## src/hdl/mexp_pkg.sv

```systemverilog
// Package for the modular exponentiator.
// Word width, word type, configuration register indexes and mode codes.
// No dependencies.
`default_nettype none

package mexp_pkg;

  localparam int WORD_BITS = 16;
  localparam int CNT_BITS  = $clog2(WORD_BITS);
  localparam int CFG_IDX_BITS = 2;

  typedef logic [WORD_BITS-1:0] word_t;
  typedef logic [CFG_IDX_BITS-1:0] cfg_idx_t;

  // configuration register indexes
  localparam cfg_idx_t CFG_MODULUS          = CFG_IDX_BITS'(0);
  localparam cfg_idx_t CFG_PUBLIC_EXPONENT  = CFG_IDX_BITS'(1);
  localparam cfg_idx_t CFG_PRIVATE_EXPONENT = CFG_IDX_BITS'(2);

  // mode codes
  localparam logic MODE_ENCRYPT = 1'b0;
  localparam logic MODE_DECRYPT = 1'b1;

  // reset values of the configuration registers
  localparam word_t MODULUS_RESET  = WORD_BITS'(2);
  localparam word_t EXPONENT_RESET = WORD_BITS'(1);

endpackage

`default_nettype wire

```

## src/hdl/mexp_modmul.sv

```systemverilog
// Shared modular multiplier: p = a * b mod n, one bit of b per cycle
// (interleaved shift-add with two conditional subtractions per step).
// Depends on mexp_pkg.
`default_nettype none

module mexp_modmul import mexp_pkg::*; (
  input  wire logic  clk,
  input  wire logic  rst,
  input  wire logic  start,
  input  wire word_t a,
  input  wire word_t b,
  input  wire word_t n,
  output logic       busy,
  output logic       done,
  output word_t      p
);

  word_t                 a_r;
  word_t                 b_r;
  word_t                 n_r;
  word_t                 acc;
  logic [CNT_BITS-1:0]   cnt;

  logic [WORD_BITS:0] dbl;
  word_t              red1;
  logic [WORD_BITS:0] sum;
  word_t              acc_next;

  // acc < n and a < n on entry, so each partial stays below 2n before its subtraction
  always_comb begin
    dbl  = {acc, 1'b0};
    red1 = (dbl >= {1'b0, n_r}) ? WORD_BITS'(dbl - {1'b0, n_r}) : dbl[WORD_BITS-1:0];
    sum  = {1'b0, red1} + (b_r[WORD_BITS-1] ? {1'b0, a_r} : '0);
    acc_next = (sum >= {1'b0, n_r}) ? WORD_BITS'(sum - {1'b0, n_r}) : sum[WORD_BITS-1:0];
  end

  always_ff @(posedge clk) begin
    if (rst) begin
      busy <= 1'b0;
      done <= 1'b0;
    end else begin
      done <= 1'b0;
      if (start && !busy) begin
        busy <= 1'b1;
      end else if (busy && (cnt == '0)) begin
        busy <= 1'b0;
        done <= 1'b1;
      end
    end
  end

  always_ff @(posedge clk) begin
    if (start && !busy) begin
      a_r <= a;
      b_r <= b;
      n_r <= n;
      acc <= '0;
      cnt <= CNT_BITS'(WORD_BITS - 1);
    end else if (busy) begin
      acc <= acc_next;
      b_r <= {b_r[WORD_BITS-2:0], 1'b0};
      cnt <= cnt - 1'b1;
    end
  end

  assign p = acc;

  a_acc_below_n: assert property (@(posedge clk) disable iff (rst)
    busy && !$past(start && !busy) |-> acc < n_r)
    else $error("modmul partial result not reduced");

  a_done_after_busy: assert property (@(posedge clk) disable iff (rst)
    done |-> !busy && $past(busy))
    else $error("modmul done without a running operation");

endmodule

`default_nettype wire

```

## src/hdl/modular_exponentiator.sv

```systemverilog
// Modular exponentiator, right-to-left square and multiply on one shared
// modular multiplier. Depends on mexp_pkg and mexp_modmul.
//
// Sequence: an item costs one multiply to reduce the base. Then, for each
//   exponent bit up to the highest set one, it costs a pass through the step
//   state, a square and, for set bits, a multiply. The square after the top
//   bit is skipped. A finish state then loads the output register. An
//   exponent of zero goes from the step state straight to finish, and a
//   modulus below two goes straight to finish with no multiply.
// Throughput: one item at a time; in_stall is high from acceptance until
//   the result is loaded into the output register, which waits while the
//   output is stalled. The next item is taken once the sequencer is back
//   in idle.
// Reset: rst (synchronous) sets modulus to 2, both exponents to 1, and
//   clears the sequencer and out_valid; result and last_out are not reset.
`default_nettype none

module modular_exponentiator import mexp_pkg::*; (
  input  wire logic     clk,
  input  wire logic     rst,
  // configuration write port
  input  wire logic     cfg_write,
  input  wire cfg_idx_t cfg_index,
  input  wire word_t    cfg_data,
  // input items
  input  wire logic     in_valid,
  output logic          in_stall,
  input  wire logic     mode,
  input  wire word_t    value,
  input  wire logic     last_in,
  // result items
  output logic          out_valid,
  input  wire logic     out_stall,
  output word_t         result,
  output logic          last_out
);

  // sequencer states
  localparam logic [2:0] ST_IDLE   = 3'd0;
  localparam logic [2:0] ST_REDUCE = 3'd1;  // base = value mod n
  localparam logic [2:0] ST_STEP   = 3'd2;  // look at next exponent bit
  localparam logic [2:0] ST_MUL    = 3'd3;  // acc = acc * base mod n
  localparam logic [2:0] ST_SQR    = 3'd4;  // base = base * base mod n
  localparam logic [2:0] ST_FINISH = 3'd5;  // hand acc to output register

  // configuration registers
  word_t modulus;
  word_t public_exponent;
  word_t private_exponent;

  always_ff @(posedge clk) begin
    if (rst) begin
      modulus          <= MODULUS_RESET;
      public_exponent  <= EXPONENT_RESET;
      private_exponent <= EXPONENT_RESET;
    end else if (cfg_write) begin
      case (cfg_index)
        CFG_MODULUS:          modulus          <= cfg_data;
        CFG_PUBLIC_EXPONENT:  public_exponent  <= cfg_data;
        CFG_PRIVATE_EXPONENT: private_exponent <= cfg_data;
        default: ;  // unused index, write dropped
      endcase
    end
  end

  // working registers
  logic [2:0] state;
  word_t      acc;
  word_t      base;
  word_t      expo;
  logic       last_r;

  // shared multiplier command, registered
  logic  mm_start;
  word_t mm_a;
  word_t mm_b;
  logic  mm_busy;
  logic  mm_done;
  word_t mm_p;

  mexp_modmul u_modmul (
    .clk   (clk),
    .rst   (rst),
    .start (mm_start),
    .a     (mm_a),
    .b     (mm_b),
    .n     (modulus),
    .busy  (mm_busy),
    .done  (mm_done),
    .p     (mm_p)
  );

  logic out_free;
  assign out_free = !out_valid || !out_stall;
  assign in_stall = (state != ST_IDLE);

  always_ff @(posedge clk) begin
    if (rst) begin
      state     <= ST_IDLE;
      mm_start  <= 1'b0;
      out_valid <= 1'b0;
    end else begin
      // multiplier launches: value * 1 mod n reduces the base on acceptance,
      // then one per exponent step and a square after a non-final multiply
      mm_start <= ((state == ST_IDLE) && in_valid && (modulus >= WORD_BITS'(2))) ||
                  ((state == ST_STEP) && (expo != '0)) ||
                  ((state == ST_MUL) && mm_done && (expo[WORD_BITS-1:1] != '0));
      if ((state == ST_FINISH) && out_free) begin
        out_valid <= 1'b1;
      end else if (out_valid && !out_stall) begin
        out_valid <= 1'b0;
      end
      unique case (state)
        ST_IDLE: begin
          if (in_valid) begin
            if (modulus < WORD_BITS'(2)) begin
              // degenerate modulus: answer is 0 for every exponent
              state <= ST_FINISH;
            end else begin
              state <= ST_REDUCE;
            end
          end
        end
        ST_REDUCE: begin
          if (mm_done) begin
            state <= ST_STEP;
          end
        end
        ST_STEP: begin
          if (expo == '0) begin
            state <= ST_FINISH;
          end else begin
            state <= expo[0] ? ST_MUL : ST_SQR;
          end
        end
        ST_MUL: begin
          if (mm_done) begin
            if (expo[WORD_BITS-1:1] == '0) begin
              state <= ST_FINISH;  // no higher bits: skip the last square
            end else begin
              state <= ST_SQR;
            end
          end
        end
        ST_SQR: begin
          if (mm_done) begin
            state <= ST_STEP;
          end
        end
        ST_FINISH: begin
          if (out_free) begin
            state <= ST_IDLE;
          end
        end
        default: state <= ST_IDLE;
      endcase
    end
  end

  // datapath registers, no reset needed
  always_ff @(posedge clk) begin
    unique case (state)
      ST_IDLE: begin
        if (in_valid) begin
          expo   <= (mode == MODE_DECRYPT) ? private_exponent : public_exponent;
          last_r <= last_in;
          acc    <= (modulus < WORD_BITS'(2)) ? '0 : WORD_BITS'(1);
          mm_a   <= WORD_BITS'(1);
          mm_b   <= value;
        end
      end
      ST_REDUCE: begin
        if (mm_done) begin
          base <= mm_p;
        end
      end
      ST_STEP: begin
        // multiply when the bit is set, else square
        mm_a <= expo[0] ? acc : base;
        mm_b <= base;
      end
      ST_MUL: begin
        if (mm_done) begin
          acc  <= mm_p;
          mm_a <= base;
          mm_b <= base;
        end
      end
      ST_SQR: begin
        if (mm_done) begin
          base <= mm_p;
          expo <= expo >> 1;
        end
      end
      ST_FINISH: begin
        if (out_free) begin
          result   <= acc;
          last_out <= last_r;
        end
      end
      default: ;
    endcase
  end

  a_result_reduced: assert property (@(posedge clk) disable iff (rst)
    $rose(out_valid) |-> ((modulus < WORD_BITS'(2)) && (result == '0)) ||
                         (result < modulus))
    else $error("result not reduced modulo modulus");

  a_mm_done_in_op: assert property (@(posedge clk) disable iff (rst)
    mm_done |-> (state == ST_REDUCE) || (state == ST_MUL) || (state == ST_SQR))
    else $error("multiplier finished outside an operation state");

  a_step_operands: assert property (@(posedge clk) disable iff (rst)
    (state == ST_STEP) |-> (acc < modulus) && (base < modulus) && !mm_busy)
    else $error("operands out of range at exponent step");

endmodule

`default_nettype wire
```

## config.mk

```make
export PLATFORM = sky130hd
export DESIGN_NAME = modular_exponentiator
export DESIGN_NICKNAME = d
export VERILOG_FILES = /design/src/hdl/mexp_pkg.sv /design/src/hdl/mexp_modmul.sv /design/src/hdl/modular_exponentiator.sv
export SDC_FILE = /design/constraint.sdc
export NUM_CORES = 1
export LEC_CHECK = 0
export ABC_CLOCK_PERIOD_IN_PS = 8480
export BUFFER_PORTS_ARGS = -buffer_cell sky130_fd_sc_hd__buf_2
export CAP_MARGIN = 20
export CORE_MARGIN = 2
export CORE_UTILIZATION = 35
export CTS_CLUSTER_DIAMETER = 50
export DETAILED_ROUTE_END_ITERATION = 12
export GPL_TIMING_DRIVEN = 0
export SETUP_SLACK_MARGIN = 0.3
export SYNTH_ARGS = -nofsm -noshare
export SYNTH_HDL_FRONTEND = slang
export SYNTH_HIERARCHICAL = 1
export SYNTH_SLANG_ARGS = --single-unit
```

## constraint.sdc

```tcl
create_clock -name clk -period 8.48 [get_ports clk]
set_input_delay 0.848 -clock clk [delete_from_list [all_inputs] [get_ports clk]]
set_output_delay 0.848 -clock clk [all_outputs]
set_load 0.03 [all_outputs]
```

==> impl_results.md, run 1 <==
* # H-tree levels at 1
* CP max-delay cell: ha_1
* Worst Hold Class: reg -> reg
* Initial DRC Count at ~510
* Final hold vios at 0
* Clk_skew at about 26 ps
* Startpoint Class: flip-flop
* WHS Endpoint: last_out
* Clock transition at path regs at 60 ps
* Post-CTS setup buffer count at 0
* Num Clock Sinks at approximately 220
* RR Endpoint: u_modmul/p[13]
* CP arrival at 7680 ps
* Synth top area share at 38.8%
* Crit-path max cell delay at 490 ps
* Post-synthesis cell area at approximately 11000 µm²
* Synth unique cells at 79
* Hold_buf cts at 0
* Hold Path Depth at 0
* Pin count of the biggest net entering global routing at 30
* Rows at between 60 and 70
* Final Wtd Congestion at roughly 0.85
* Initial antenna violation count at 0
* RSZ-0062 raised after global routing: false
* CP bufs+invs at 4
* Cell with the most instances after synthesis: nand2_1
* Layout cell share with drive strength beyond 1 at about an eighth
* Highest clock rate at roughly 140 MHz
* Lkg Pwr at 5.02 nW
* Drt wl/cell at roughly 18 µm
* Final #Nets at 1269
* Worst Path Required at about 9000 ps
* Worst r2r path cells at 27
* CP delay by family, top: compound AO/OA/AOI/OAI gates
* CP endpoint kind: flip-flop
* Post-cts sizing count at 0
* Outcome: finished, final reports clean
* Cell accounting for the most synthesized area: edfxtp_1
* Max Slew Vio Count at 0
* Critical path type: reg -> reg
* Routed vias/inst at 5.27
* Pre-antenna DRT Iters at 5
* Worst-margin pin slew at 876 ps
* Number of synthesized flops with an enable pin at roughly 150
* I/O pins at 60
* # fillers at between 3000 and 4000
* P&R area growth vs syn at 15.3%
* Synth top area cells: edfxtp_1 39%, dfxtp_1 13%, nand2_1 6.5%, ha_1 5.4%, a21oi_1 4.1%
* Synth warn at 6
* Fin crit period at a little over 7000 ps
* Cell mode on critical path: ha_1
* Number of port buffers at 58
* All-Layer GR Usage at between 15 and 20%
* Latest clock arrival within the worst-skew pair at between 500 and 600 ps
* Pwr/cell area at about 380 nW/µm²
* Worst VDD drop at just under 0.2 mV
* Antenna-violating nets left at 0
* Clk root buf: clkbuf_16
* Die area at roughly 34000 µm²
* Most common flop cell mapped by yosys: edfxtp_1
* Setup TNS at 0 ps
* R2R Path Start: u_modmul/n_r[1]
* CTS tree: done
* Vias in the first global route at approximately 8300
* Gate Count Post-Synth at 1085
* Die Y at roughly 180 µm
* Net Count, Synth at 1178
* Slew headroom at 41.5%
* Starting Density at roughly 36%
* GRT overflow at 0
* R2r setup slk at between 1000 and 1500 ps
* Yosys reg bits at approximately 220
* First-pass GRT wire length at around 45000 µm
* Sequential share of the synthesized area at 52.1%
* Async SR Flop Fraction at 0%
* Avg Inst Size Synth at 10.4 µm²
* Final setup violation count at 0
* Number of diodes at 0
* CTS Buf Count at 26
* Total power at between 4 and 5 mW
* Maxcap violations at 0
* Final period util at between 80% and 90%
* Number of remaining DRC errors at 0
* Max FO, Critical Path at 10
* Setup ws final at ~1200 ps
* Total Wirelength at roughly 28000 µm
* Core box area at 31700 µm²
* Clock Path Buffers at 3
* Die X-Extent at roughly 180 µm
* DP HPWL at 21600 µm
* Via count at around 8400
* Hold Crit Start: last_r
* Post-Place Setup Slack at roughly 1400 ps
* Post-synth top cells: 195 x nand2_1, 146 x edfxtp_1, 93 x a21oi_1, 75 x dfxtp_1, 49 x ha_1
==> placed cells by master, fill, tap and decap left out, types with 9 or more instances in the layout <==
master       n
a22o_1      16
ha_1        49
and3_1      19
edfxtp_1   146
nand3_1     10
clkbuf_1    39
inv_1       37
a21oi_1     90
clkbuf_16   27
dfxtp_1     75
buf_2       70
nand4_1     10
xor2_1       9
nand2b_1     9
o21ai_1     26
a21o_1      14
nand2_1    195
xnor2_1     24
o21ai_0     21
nor3_1      28
a211oi_1     9
nor2_1      39
and2_1      22
mux2i_1     16
mux2_1      15
mux2_2      16
==> layer usage <==
layer  GRT usage, %  up-vias  routed length (µm)
met5              0        -                   0
met4           4.48        0                 628
met3           2.28       41                1300
met2           28.5      205               13400
met1           22.5     3975               13000
li1               -     4185                   -
==> worst register-to-register path, cell delays in order, from the launching register on <==
cell       delay, ps
edfxtp_1         360
inv_1            190
ha_1             280
nor2b_1          140
o31a_1           290
o211ai_1         310
o21ai_1          130
a211oi_1         350
o31a_1           180
buf_2            220
buf_4            230
nor2_1            60
ha_1             230
fa_1             430
a211oi_1         290
o21ai_2          140
a2111oi_4        450
or4_1            190
nand4_1          210
ha_1             490
nand4_1          230
o41ai_1          340
o32a_1           210
nand2_2           80
o2111ai_2        190
clkbuf_1         460
nor2_1           190
o31ai_1          260
==> worst max-delay path by stage <==
stage	startpoint	end	slack (ps)	depth (start not counted)
floorplan	u_modmul/n_r[1]	u_modmul/p[3]	2630	27
global placement	u_modmul/n_r[1]	u_modmul/p[13]	1340	27
detailed placement	u_modmul/n_r[1]	u_modmul/p[13]	1350	27
CTS	u_modmul/n_r[1]	u_modmul/p[13]	1310	27
global route	u_modmul/n_r[1]	u_modmul/p[13]	800	27
finish	u_modmul/n_r[1]	u_modmul/p[13]	1250	27
==> cells by family after synthesis <==
logic type	count (synthesis)	share of synthesized area (%)
muxes	47	4.51
buffers and inverters	85	3.24
and+or+nand+nor	393	16.9
xor gates and xnor gates	33	2.56
AOI/OAI and AO/OA	254	14.8
DFF	221	52.1
adders and majority gates	52	5.96
==> where the power goes <==
part           internal (mW)  switching (mW)  total (mW)
Combinational          0.980            1.47        2.45
Clock                  0.649           0.443        1.09
Sequential              1.27          0.0829        1.35
Total                   2.90            2.00        4.89
==> registers in the layout (all words and copies together), names as in the netlist, 3 cells and up <==
name and flops:
state 3, u_modmul/cnt 4, u_modmul/p 16, public_exponent 16, acc 16, mm_b 16, u_modmul/a_r 16, base 16
mm_a 16, u_modmul/n_r 16, u_modmul/b_r 16, expo 16, result 16, modulus 16, private_exponent 16
==> final cells by class <==
class / instances / area, µm² / share of cell area [%]
Tap cell: 402 / 503 / 3.86
Multi-Input combinational cell: 779 / 5070 / 38.9
Clock buffer: 35 / 706 / 5.41
Buffer: 48 / 229 / 1.76
Inverter: 37 / 139 / 1.07
Sequential cell: 221 / 5890 / 45.2
Clock inverter: 10 / 125 / 0.960
Timing Repair Buffer: 63 / 372 / 2.85
==> through the flow <==
| stage | area [µm²] | std cells | util [%] | hold slack (ps) |
|---|---|---|---|---|
| 2_1_floorplan | 11300 | 1085 | - | 400 |
| 3_3_place_gp | 12100 | 1545 | 38.1 | 401 |
| 3_5_place_dp | 12200 | 1550 | 38.5 | 407 |
| 4_1_cts | 13000 | 1595 | 41.1 | 421 |
| 5_1_grt | 13000 | 1595 | 41.1 | 424 |
| 6_report | 13000 | 1595 | 41.1 | 418 |
No activity file was read; power rests on OpenSTA's default activity.
==> run 2, diff against run 1 <==
Settings changed: CAP_MARGIN 20 to 10, CORE_UTILIZATION 35 to 50, PLACE_DENSITY set to 0.67.
==> run 2 against run 1 <==
Worst setup slack worse by 180 ps. Global-route usage is 5.7 points higher. Routed wire length is 4.6% lower. Flip-flop and latch count stayed put. Clock skew is 14 ps lower. Count of clock-buffer cells in the layout is 9 lower. Utilization is 17 points higher. Non-clock buffer count is 1 lower. Final cell count is 7.3% lower. Largest power group unchanged. Clock power is 7% higher. Register-to-register slack worse by 180 ps. Fmax is 2.4% lower.
==> impl_results.md, run 2 (synthesis gave the netlist of run 1 again) <==
* Outcome: finished, final reports clean
* Clock transition at path regs at 60 ps (about the same)
* Drt wl/cell at 18.2 µm (+2.9%)
* Max Slew Vio Count at 0 (unchanged)
* Startpoint Class: flip-flop
* RSZ-0062 raised after global routing: false
* I/O pins at 60 (unchanged)
* Fin area at 13000 µm² (-0.54%)
* Pre-antenna DRT Iters at 5 (unchanged)
* Final setup violation count at 0 (unchanged)
* All-Layer GR Usage at 22.5% (+5.7 points)
* CTS tree: done
* Post-CTS setup buffer count at 0 (unchanged)
* Rows at 55 (-15%)
* Core box area at 22400 µm² (-29%)
* Starting Density at 50.4% (+15 points)
* Initial antenna violation count at 0 (unchanged)
* Worst Hold Class: reg -> reg
* Pin count of the biggest net entering global routing at 24 (-20%)
* Fin crit period at 7410 ps (+177 ps)
* Die Y at 154 µm (-16%)
* CTS Buf Count at 26 (unchanged)
* Die area at 23800 µm² (-29%)
* Final #Nets at 1268 (-0.079%)
* Commonest non-fill, non-tap cell in the layout: nand2_1
* Routed vias/inst at 5.70 (+8.2%)
* Total power at 4.94 mW (+0.93%)
* Hold_buf cts at 0 (unchanged)
* P&R area growth vs syn at 14.7%
* Placement Cell Area at 12000 µm² (-1.3%)
* Clk root buf: clkbuf_16
* Via count at 8432 (+0.31%)
* Final period util at 87.4% (+2.1 points)
* Hold Path Depth at 0 (unchanged)
* Worst r2r path cells at 27 (unchanged)
* Number of diodes at 0 (unchanged)
* Setup TNS at 0 ps (unchanged)
* Slew headroom at 38.3% (-3.2 points)
* CP endpoint kind: flip-flop
* DP HPWL at 20300 µm (-6.0%)
* Die X-Extent at 154 µm (-16%)
* Initial DRC Count at 558 (+10%)
* Final hold vios at 0 (unchanged)
* Pwr/cell area at 381 nW/µm² (+1.5%)
* Total Wirelength at 27000 µm (-4.6%)
* Number of remaining DRC errors at 0 (unchanged)
* Lkg Pwr at 5.06 nW (+0.86%)
* GRT overflow at 0 (unchanged)
* Highest clock rate at 135 MHz (-2.4%)
* Latest clock arrival within the worst-skew pair at 520 ps (about the same)
* Worst Path Required at 8900 ps (-20 ps)
* # H-tree levels at 1 (unchanged)
* Clk_skew at 12.2 ps (-14.1 ps)
* Vias in the first global route at 8011 (-3.4%)
* Worst-margin pin slew at 925 ps (+48.7 ps)
* Maxcap violations at 0 (unchanged)
* CP arrival at 7840 ps (+160 ps)
* Post-cts sizing count at 0 (unchanged)
* Worst VDD drop at 0.183 mV (-7.9%)
* Critical path type: reg -> reg
* Number of port buffers at 58 (unchanged)
* Layout cell share with drive strength beyond 1 at 13.3% (+0.49 points)
* Antenna-violating nets left at 0 (unchanged)
* Hold slack at 416 ps (-2.02 ps)
* Clock Path Buffers at 3 (unchanged)
* Final Wtd Congestion at 0.903 (+6.1%)
* Max FO, Critical Path at 10 (unchanged)
* First-pass GRT wire length at 42600 µm (-4.5%)
* Num Clock Sinks at 221 (unchanged)
* # fillers at 1930 (-37%)
* Most frequent cells in the layout: 195 x nand2_1, 146 x edfxtp_1, 90 x a21oi_1, 75 x dfxtp_1, 70 x buf_2
==> run 2: cell types whose count changed in the layout (fill, tap and decap cells not counted), sizes merged <==
cell / delta
buf: -1
bufinv: +3
clkbuf: -9
clkinv: +7
inv: +1
==> run 2: critical path, stage by stage (launching register included) <==
cell and delay, ps:
edfxtp_1 350, inv_1 210, ha_1 290, nor2b_1 140, o31a_1 290, o211ai_1 320, o21ai_1 120, a211oi_1 410
o31a_1 200, buf_2 200, buf_4 230, nor2_1 70, ha_1 240, fa_1 450, a211oi_1 320, o21ai_2 140
a2111oi_4 490, or4_1 190, nand4_1 190, ha_1 470, nand4_1 230, o41ai_1 400, o32a_1 220, nand2_2 70
o2111ai_2 170, clkbuf_1 440, nor2_1 190, o31ai_1 270
==> run 2: layout make-up <==
class	count	area, µm²	share of cell area (%)
buffer	48	229	1.77
sequential	221	5890	45.4
multi-input combinational	779	5070	39.1
tap	285	357	2.75
timing repair buffer	62	364	2.81
clock buffer	26	651	5.02
clock inverter	21	264	2.04
inverter	37	139	1.07
==> run 2: stage by stage <==
| stage | util [%] | cells | setup slack (ps) |
|---|---|---|---|
| 2_1_floorplan | - | 1085 | 2630 |
| 3_3_place_gp | 53.3 | 1428 | 1330 |
| 5_1_grt | 57.8 | 1479 | 622 |
| 4_1_cts | 57.8 | 1479 | 1130 |
| 6_report | 57.8 | 1479 | 1070 |
| 3_5_place_dp | 53.7 | 1432 | 1210 |
==> run 2: worst paths after layout <==
check / from / end / slack (ps)
hold / removal: mm_a[4] / u_modmul/a_r[4] / 420
setup / recovery: u_modmul/n_r[1] / u_modmul/p[13] / 1070
setup reg to reg: u_modmul/n_r[1] / u_modmul/p[13] / 1070
hold reg to reg: mm_a[4] / u_modmul/a_r[4] / 420
==> run 2: power breakdown <==
| group | total, mW | switching, mW | internal (mW) |
|---|---|---|---|
| clock | 1.17 | 0.447 | 0.720 |
| combinational | 2.43 | 1.45 | 0.981 |
| sequential | 1.34 | 0.0750 | 1.27 |
| total | 4.94 | 1.97 | 2.97 |
==> run 2: layer usage <==
metal | GRT usage, % | vias to the layer above | wire, µm
met5 | 0 | - | 0
met4 | 5.29 | 0 | 570
met3 | 3.28 | 43 | 1560
met2 | 37.2 | 233 | 12400
met1 | 31.5 | 3978 | 12500
li1 | - | 4178 | -
